[config.mk]
export PLATFORM = sky130hd
export DESIGN_NAME = cpu_alu_8bit_flags_unit
export DESIGN_NICKNAME = d
export VERILOG_FILES = /design/src/sv/alu83_pkg.sv /design/src/sv/alu83_pipe.sv /design/src/sv/cpu_alu_8bit_flags_unit.sv
export SDC_FILE = /design/constraint.sdc
export NUM_CORES = 1
export LEC_CHECK = 0
export ABC_AREA = 1
export BUFFER_PORTS_ARGS = -buffer_cell sky130_fd_sc_hd__buf_2
export CAP_MARGIN = 40
export CORE_UTILIZATION = 45
export DETAILED_ROUTE_END_ITERATION = 8
export GPL_ROUTABILITY_DRIVEN = 0
export PLACE_DENSITY_LB_ADDON = 0.25
export SLEW_MARGIN = 10
export SYNTH_ARGS = -nofsm -noshare
export SYNTH_HDL_FRONTEND = slang
export SYNTH_SLANG_ARGS = --single-unit
[constraint.sdc]
create_clock -name clk -period 4.6 [get_ports clk]
set_clock_uncertainty 0.15 [all_clocks]
set_input_delay 0 -clock clk [delete_from_list [all_inputs] [get_ports clk]]
set_output_delay 0 -clock clk [all_outputs]
set_load 0.01 [all_outputs]
[src/sv/alu83_pkg.sv]
package alu83_pkg;

  // Operation codes carried in the input tuser field.
  typedef enum logic [3:0] {
    OP_ADD = 4'd0,
    OP_ADC = 4'd1,
    OP_SUB = 4'd2,
    OP_SBC = 4'd3,
    OP_AND = 4'd4,
    OP_XOR = 4'd5,
    OP_OR  = 4'd6,
    OP_CP  = 4'd7,
    OP_INC = 4'd8,
    OP_DEC = 4'd9,
    OP_DAA = 4'd10,
    OP_CPL = 4'd11,
    OP_SCF = 4'd12,
    OP_CCF = 4'd13,
    OP_SRL = 4'd14,
    OP_RR  = 4'd15
  } op_t;

  // Field widths.
  localparam int unsigned DataW = 8;
  localparam int unsigned NibW  = 4;

  // Decimal adjust constants.
  localparam logic [DataW-1:0] BcdMax     = 8'h99;
  localparam logic [NibW-1:0]  NibbleMax  = 4'h9;
  localparam logic [NibW-1:0]  DaaAdjust  = 4'h6;

  // Per-stage load enables handed from the flow control to the datapath.
  typedef struct packed {
    logic ld1;
    logic ld2;
    logic ld3;
  } adv_t;

endpackage

[src/sv/alu83_pipe.sv]
module alu83_pipe
  import alu83_pkg::*;
(
  input  logic             clk,
  input  adv_t             adv,
  input  op_t              op,
  input  logic [DataW-1:0] acc,
  input  logic [DataW-1:0] operand,
  input  logic             zero_in,
  input  logic             subtract_in,
  input  logic             half_in,
  input  logic             carry_in,
  output logic [DataW-1:0] result,
  output logic             zero_out,
  output logic             subtract_out,
  output logic             half_out,
  output logic             carry_out
);

  // Stage 1 registers: low nibble of the adder and decimal adjust decisions.
  op_t              s1_op;
  logic [DataW-1:0] s1_a;
  logic [DataW-1:0] s1_b;
  logic             s1_z;
  logic             s1_n;
  logic             s1_c;
  logic             s1_sub;
  logic [NibW-1:0]  s1_p_hi;
  logic [NibW-1:0]  s1_q_hi;
  logic [NibW:0]    s1_lo;
  logic             s1_cor_hi;
  logic             s1_cor_lo;
  logic             s1_daa_c;

  // Stage 2 registers: full sum, adjusted value and logic results.
  op_t              s2_op;
  logic [DataW-1:0] s2_a;
  logic             s2_z;
  logic             s2_n;
  logic             s2_c;
  logic             s2_sub;
  logic [DataW-1:0] s2_sum;
  logic             s2_half;
  logic             s2_carry;
  logic [DataW-1:0] s2_daa;
  logic             s2_daa_c;
  logic [DataW-1:0] s2_lres;
  logic             s2_b0;

  // Stage 1 combinational signals.
  logic             cin;
  logic             sub;
  logic             unary;
  logic [DataW-1:0] p;
  logic [DataW-1:0] q;
  logic [NibW:0]    lo;
  logic             cor_hi;
  logic             cor_lo;
  logic             daa_c;

  // Stage 2 combinational signals.
  logic [NibW:0]    hi;
  logic [DataW-1:0] adj;
  logic [DataW-1:0] daa_val;
  logic [DataW-1:0] lres;

  // Stage 3 combinational signals.
  logic [DataW-1:0] res_sel;
  logic             z_sel;
  logic             n_sel;
  logic             h_sel;
  logic             c_sel;
  logic             z_from_res;

  // Operand selection and low nibble add or subtract; its bit 4 is the half carry.
  always_comb begin
    cin   = ((op == OP_ADC) || (op == OP_SBC)) ? carry_in : 1'b0;
    sub   = (op == OP_SUB) || (op == OP_SBC) || (op == OP_CP) || (op == OP_DEC);
    unary = (op == OP_INC) || (op == OP_DEC);
    p     = unary ? operand : acc;
    q     = unary ? DataW'(1) : operand;
    if (sub) begin
      lo = {1'b0, p[NibW-1:0]} - {1'b0, q[NibW-1:0]} - {{NibW{1'b0}}, cin};
    end else begin
      lo = {1'b0, p[NibW-1:0]} + {1'b0, q[NibW-1:0]} + {{NibW{1'b0}}, cin};
    end
  end

  // Decimal adjust decisions from the incoming flags and accumulator.
  always_comb begin
    if (subtract_in) begin
      cor_hi = carry_in;
      cor_lo = half_in;
      daa_c  = carry_in;
    end else begin
      cor_hi = carry_in || (acc > BcdMax);
      cor_lo = half_in || (acc[NibW-1:0] > NibbleMax);
      daa_c  = cor_hi;
    end
  end

  always_ff @(posedge clk) begin
    if (adv.ld1) begin
      s1_op     <= op;
      s1_a      <= acc;
      s1_b      <= operand;
      s1_z      <= zero_in;
      s1_n      <= subtract_in;
      s1_c      <= carry_in;
      s1_sub    <= sub;
      s1_p_hi   <= p[DataW-1:NibW];
      s1_q_hi   <= q[DataW-1:NibW];
      s1_lo     <= lo;
      s1_cor_hi <= cor_hi;
      s1_cor_lo <= cor_lo;
      s1_daa_c  <= daa_c;
    end
  end

  // High nibble with the carry or borrow from the low nibble; bit 4 is the carry.
  always_comb begin
    if (s1_sub) begin
      hi = {1'b0, s1_p_hi} - {1'b0, s1_q_hi} - {{NibW{1'b0}}, s1_lo[NibW]};
    end else begin
      hi = {1'b0, s1_p_hi} + {1'b0, s1_q_hi} + {{NibW{1'b0}}, s1_lo[NibW]};
    end
  end

  // Decimal adjust: add or subtract the chosen correction.
  always_comb begin
    adj = {(s1_cor_hi ? DaaAdjust : {NibW{1'b0}}), (s1_cor_lo ? DaaAdjust : {NibW{1'b0}})};
    daa_val = s1_n ? (s1_a - adj) : (s1_a + adj);
  end

  // Bitwise and shift results.
  always_comb begin
    unique case (s1_op)
      OP_AND:  lres = s1_a & s1_b;
      OP_XOR:  lres = s1_a ^ s1_b;
      OP_OR:   lres = s1_a | s1_b;
      OP_CPL:  lres = ~s1_a;
      OP_SRL:  lres = {1'b0, s1_b[DataW-1:1]};
      OP_RR:   lres = {s1_c, s1_b[DataW-1:1]};
      default: lres = s1_a;
    endcase
  end

  always_ff @(posedge clk) begin
    if (adv.ld2) begin
      s2_op    <= s1_op;
      s2_a     <= s1_a;
      s2_z     <= s1_z;
      s2_n     <= s1_n;
      s2_c     <= s1_c;
      s2_sub   <= s1_sub;
      s2_sum   <= {hi[NibW-1:0], s1_lo[NibW-1:0]};
      s2_half  <= s1_lo[NibW];
      s2_carry <= hi[NibW];
      s2_daa   <= daa_val;
      s2_daa_c <= s1_daa_c;
      s2_lres  <= lres;
      s2_b0    <= s1_b[0];
    end
  end

  // Final selection of result and flags.
  always_comb begin
    res_sel    = s2_a;
    z_sel      = s2_z;
    n_sel      = 1'b0;
    h_sel      = 1'b0;
    c_sel      = s2_c;
    z_from_res = 1'b1;
    unique case (s2_op)
      OP_ADD, OP_ADC, OP_SUB, OP_SBC: begin
        res_sel = s2_sum;
        n_sel   = s2_sub;
        h_sel   = s2_half;
        c_sel   = s2_carry;
      end
      OP_CP: begin
        z_sel      = (s2_sum == '0);
        z_from_res = 1'b0;
        n_sel      = 1'b1;
        h_sel      = s2_half;
        c_sel      = s2_carry;
      end
      OP_AND: begin
        res_sel = s2_lres;
        h_sel   = 1'b1;
        c_sel   = 1'b0;
      end
      OP_XOR, OP_OR: begin
        res_sel = s2_lres;
        c_sel   = 1'b0;
      end
      OP_INC, OP_DEC: begin
        res_sel = s2_sum;
        n_sel   = s2_sub;
        h_sel   = s2_half;
      end
      OP_DAA: begin
        res_sel = s2_daa;
        n_sel   = s2_n;
        c_sel   = s2_daa_c;
      end
      OP_CPL: begin
        res_sel    = s2_lres;
        z_from_res = 1'b0;
        n_sel      = 1'b1;
        h_sel      = 1'b1;
      end
      OP_SCF: begin
        z_from_res = 1'b0;
        c_sel      = 1'b1;
      end
      OP_CCF: begin
        z_from_res = 1'b0;
        c_sel      = ~s2_c;
      end
      OP_SRL, OP_RR: begin
        res_sel = s2_lres;
        c_sel   = s2_b0;
      end
      default: begin
        res_sel = s2_a;
      end
    endcase
    if (z_from_res) begin
      z_sel = (res_sel == '0);
    end
  end

  // Output register.
  always_ff @(posedge clk) begin
    if (adv.ld3) begin
      result       <= res_sel;
      zero_out     <= z_sel;
      subtract_out <= n_sel;
      half_out     <= h_sel;
      carry_out    <= c_sel;
    end
  end

endmodule

[src/sv/cpu_alu_8bit_flags_unit.sv]
// Channel  | Signals                          | Beat contents
// s_axis   | tvalid tready tdata[23:0] tuser  | operation, accumulator, operand, flags in
// m_axis   | tvalid tready tdata[15:0]        | result and flags out
//
// Three register stages: low nibble and decimal adjust decisions, high nibble
// and correction add, then result and flag selection into the output register.
// An accepted beat passes through the stage 1, stage 2 and output registers; one
// beat is accepted every cycle while the output side takes results.
// Reset clears the stage valid bits only; the datapath registers are not reset.
// A stall at the output freezes the full stages, and upstream stages keep
// moving until they reach a full stage.
module cpu_alu_8bit_flags_unit
  import alu83_pkg::*;
(
  input  logic        clk,
  input  logic        rst,
  input  logic        s_axis_tvalid,
  output logic        s_axis_tready,
  // tdata: acc[7:0], operand[15:8], zero_in[16], subtract_in[17],
  // half_in[18], carry_in[19], zero fill[23:20]
  input  logic [23:0] s_axis_tdata,
  // tuser: req_type[3:0]
  input  logic [3:0]  s_axis_tuser,
  output logic        m_axis_tvalid,
  input  logic        m_axis_tready,
  // tdata: result[7:0], zero_out[8], subtract_out[9], half_out[10],
  // carry_out[11], zero fill[15:12]
  output logic [15:0] m_axis_tdata
);

  logic [2:0]       vld;
  adv_t             adv;
  logic [DataW-1:0] result;
  logic             zero_out;
  logic             subtract_out;
  logic             half_out;
  logic             carry_out;

  // A stage loads when it is empty or its content moves on.
  always_comb begin
    adv.ld3 = !vld[2] || m_axis_tready;
    adv.ld2 = !vld[1] || adv.ld3;
    adv.ld1 = !vld[0] || adv.ld2;
  end

  assign s_axis_tready = adv.ld1;
  assign m_axis_tvalid = vld[2];

  // Valid bits travel with the data.
  always_ff @(posedge clk) begin
    if (rst) begin
      vld <= '0;
    end else begin
      if (adv.ld1) begin
        vld[0] <= s_axis_tvalid;
      end
      if (adv.ld2) begin
        vld[1] <= vld[0];
      end
      if (adv.ld3) begin
        vld[2] <= vld[1];
      end
    end
  end

  alu83_pipe u_pipe (
    .clk          (clk),
    .adv          (adv),
    .op           (op_t'(s_axis_tuser)),
    .acc          (s_axis_tdata[7:0]),
    .operand      (s_axis_tdata[15:8]),
    .zero_in      (s_axis_tdata[16]),
    .subtract_in  (s_axis_tdata[17]),
    .half_in      (s_axis_tdata[18]),
    .carry_in     (s_axis_tdata[19]),
    .result       (result),
    .zero_out     (zero_out),
    .subtract_out (subtract_out),
    .half_out     (half_out),
    .carry_out    (carry_out)
  );

  assign m_axis_tdata = {4'b0000, carry_out, half_out, subtract_out, zero_out, result};

  // An accepted beat occupies the first stage next cycle.
  a_enter: assert property (@(posedge clk) disable iff (rst)
    (s_axis_tvalid && s_axis_tready) |=> vld[0])
    else $error("accepted beat did not enter stage one");

  // A full pipeline with a stalled output takes nothing.
  a_full: assert property (@(posedge clk) disable iff (rst)
    (vld == 3'b111 && !m_axis_tready) |-> !s_axis_tready)
    else $error("input accepted while pipeline full and stalled");

  // Beats in flight change only by accepted inputs and delivered outputs.
  a_count: assert property (@(posedge clk) disable iff (rst)
    !$past(rst) |-> ($countones(vld) == $countones($past(vld))
      + $past(s_axis_tvalid && s_axis_tready) - $past(m_axis_tvalid && m_axis_tready)))
    else $error("beat lost or created in pipeline");

  // The output stage fills only from a valid middle stage.
  a_rise: assert property (@(posedge clk) disable iff (rst)
    (!$past(rst) && $rose(vld[2])) |-> $past(vld[1]))
    else $error("output valid without a beat behind it");

endmodule

==> results.tsv <==
metric	value	unit
status	finished, final reports clean	
Sum Neg Setup Slack	0	ns
core region area	11400	um2
Sw Share	27.0	%
H-tree level count	3	
power per cell area	358	nW/um2
most frequent cells in the layout	94 x edfxtp_1, 87 x nand2_1, 81 x inv_1, 41 x buf_2, 39 x ha_1	
final wirelength	11.1	mm
TritonCTS clock tree	built	
Leak	2.81	nW
CTS Buf Count	9	
ANT nets after route	0	
EDFF count, synth	94	
CTS clock-pin slew for the worst setup and hold paths	0.07	ns
number of setup buffers added after CTS	0	
worst slew pin tran	0.657	ns
largest net degree at the start of global routing	45	
latest clock arrival within the worst-skew pair	0.34	ns
grt ovf	0	
vias	3773	
WL met3	535	um
commonest non-fill, non-tap cell in the layout	edfxtp_1	
Synth Warn #	0	
first-pass GRT wire length	17.3	mm
drt pass-1 iters	5	
CP max FO	16	
Final min period	3.13	ns
Synth Flop Type	edfxtp_1	
Row Count	39	
CP Cell Sequence	dlygate4sd3_1 -> buf_2 -> inv_1 -> nand3_1 -> inv_1 -> nor2_1 -> inv_1 -> fa_1 -> fa_1 -> nand2_1 -> a21oi_1 -> xor2_1 -> a21o_1	
Critical Path RT	4.55	ns
Final Max Slew Viols	0	
wire length on met2	5.59	mm
cell mode on critical path	inv_1	
worst path bufs/invs	5	
Pint	1.62	mW
# DRC	0	
Tot Pwr	2.21	mW
DIE HEIGHT	110	um
gate count of the mapped netlist	503	
Routed wire per std cell	15.3	um
Global Route Usage Sum	19.5	%
Setup violations, final	0	
Max-Cap Viols	0	
area growth from synthesis to layout	17.1	%
Logic pwr share	15.3	%
syn avg cell area	10.5	um2
Startpoint Class	input port	
Final period util	68.1	%
Die ar.	12200	um2
number of global-route vias before repair	3544	
Antenna Cells	0	
worst hold path class	in -> reg	
FF+latch count, synth	97	
crit path kind	in -> reg	
fin nets	654	
Sw Pwr	0.597	mW
Critical Path Sink Type	register	
Async SR Flop Fraction	0	%
Max stage delay on crit path	0.52	ns
WP data arrival	3.08	ns
Met1 Wirelength	4.69	mm
Via density	5.22	
RSZ-0062 raised after global routing	false	
mapped cell area	5280	um2
VDD IR max	203	uV
Clock Path Buffers	2	
Initial Util	46.3	%
fmax	319	MHz
Top Metal Used	met4	
clock sinks	97	
Slew HR	56.2	%
I/O Pins	50	
sequential share of power	52.6	%
Die Width	110	um
dpl hpwl	8.45	mm
DRT iter0 DRCs	241	
CP max stage cell	dlygate4sd3_1	
Yosys cell types	44	
clk root buf	clkbuf_16	
layout cells sized above 1	13.3	%
Clk network pwr share	32.1	%
initial antenna violation count	0	
final hold viol count	0	
port bufs	41	
sequential-to-total area share from yosys stat	54.6	%
CP delay by family, top	buffers and inverters	
through the flow:
stage | cells | util, % | worst slack [ns] | instance area (um2) | hold slack [ns]
final | 723 | 54.1 | 1.47 | 6180 | 0.164
after global routing | 723 | 54.1 | 1.26 | 6180 | 0.205
after CTS | 723 | 54.1 | 1.47 | 6180 | 0.167
after detailed placement | 681 | 49.3 | 1.65 | 5630 | 0.0363
after global placement | 680 | 49.2 | 1.77 | 5610 | 0.0315
after floorplan | 506 | - | 2.31 | 5290 | -0.0809
routing by layer:
layer	up-vias	global-route usage [%]
met5	-	0
met2	111	33.5
met4	0	8.08
li1	1863	-
met1	1782	24.0
met3	17	3.76
sequential cells by signal (all words and copies together) (netlist names), 3 cells and up:
name and flops:
u_pipe.s1_op 4, u_pipe.s1_lo 5, u_pipe.result 8, u_pipe.s2_daa 8, u_pipe.s2_sum 8, u_pipe.s1_p_hi 4
u_pipe.s2_a 7, u_pipe.s2_op 4, u_pipe.s1_q_hi 4, u_pipe.s1_a 8, vld 3, u_pipe.s1_b 8
u_pipe.s2_lres 8
cells in the mapped netlist, types with 2 or more instances:
cell / count / area (um2)
clkbuf_1: 2 / 7.51
a21oi_1: 22 / 110
edfxtp_1: 94 / 2820
nand2_2: 3 / 18.8
a221oi_1: 7 / 61.3
inv_2: 3 / 11.3
nand2_1: 88 / 330
nand4_1: 3 / 18.8
buf_4: 8 / 60.1
nor2_1: 33 / 124
or2_2: 2 / 12.5
ha_1: 39 / 488
inv_1: 81 / 304
nand3_2: 2 / 20.0
a22oi_1: 2 / 15.0
nor2_2: 2 / 12.5
fa_1: 8 / 160
o2111ai_1: 8 / 70.1
nor3_1: 3 / 15.0
o21bai_1: 2 / 15.0
nand3_1: 31 / 155
o21ai_0: 21 / 105
dfxtp_1: 3 / 60.1
nor4_1: 7 / 43.8
xor2_1: 10 / 87.6
timing repair:
action / in CTS / in global routing
gates resized for setup: 0 / 0
hold endpoints to repair: 36 / 0
hold buffers: 26 / 0
endpoints found under the setup margin: 0 / 0
power groups by stage:
stage	clock network (mW)	logic, mW	registers, mW
final	0.711	0.340	1.16
after global placement	0	0.306	1.18
after detailed placement	0	0.321	1.18
after CTS	0.729	0.340	1.17
after global routing	0.761	0.388	1.17
after floorplan	0	0.228	1.16
logic make-up after synthesis:
logic type / count (synthesis) / synth area share [%]
buffers and inverters: 96 / 7.42
AND/OR/NAND/NOR: 178 / 15.0
other: 1 / 0.0710
multiplexers: 1 / 0.190
AO/OA/AOI/OAI: 72 / 8.67
flip-flops: 97 / 54.6
XOR/XNOR: 11 / 1.82
adder cells (fa/ha/maj): 47 / 12.3
worst paths after layout:
path	end	startpoint	depth (start not counted)	slack [ns]
worst min register to register	u_pipe.s2_sum[0]	u_pipe.s1_lo[0]	0	0.27
worst max-delay path	u_pipe.s1_lo[4]	s_axis_tuser[2]	13	1.47
worst max register to register	u_pipe.s2_lres[3]	u_pipe.s1_op[0]	5	2.15
worst min-delay path	vld[2]	m_axis_tready	4	0.16
worst reg2reg max path, stage by stage, from the launching register on:
cell	delay, ns
edfxtp_1	0.77
nand2_1	0.19
nor3_2	0.37
inv_1	0.17
nand2_1	0.30
o2111ai_1	0.21
area by class of cell:
cell class                 instances  area (um2)
tap                              143         179
clock buffer                       9         225
multi-input combinational        313        2020
inverter                          85         319
clock inverter                     7        62.6
sequential                        97        2880
fill                            1029        5240
timing repair buffer              69         493
Note: power is estimated with default switching activity, not from simulation.
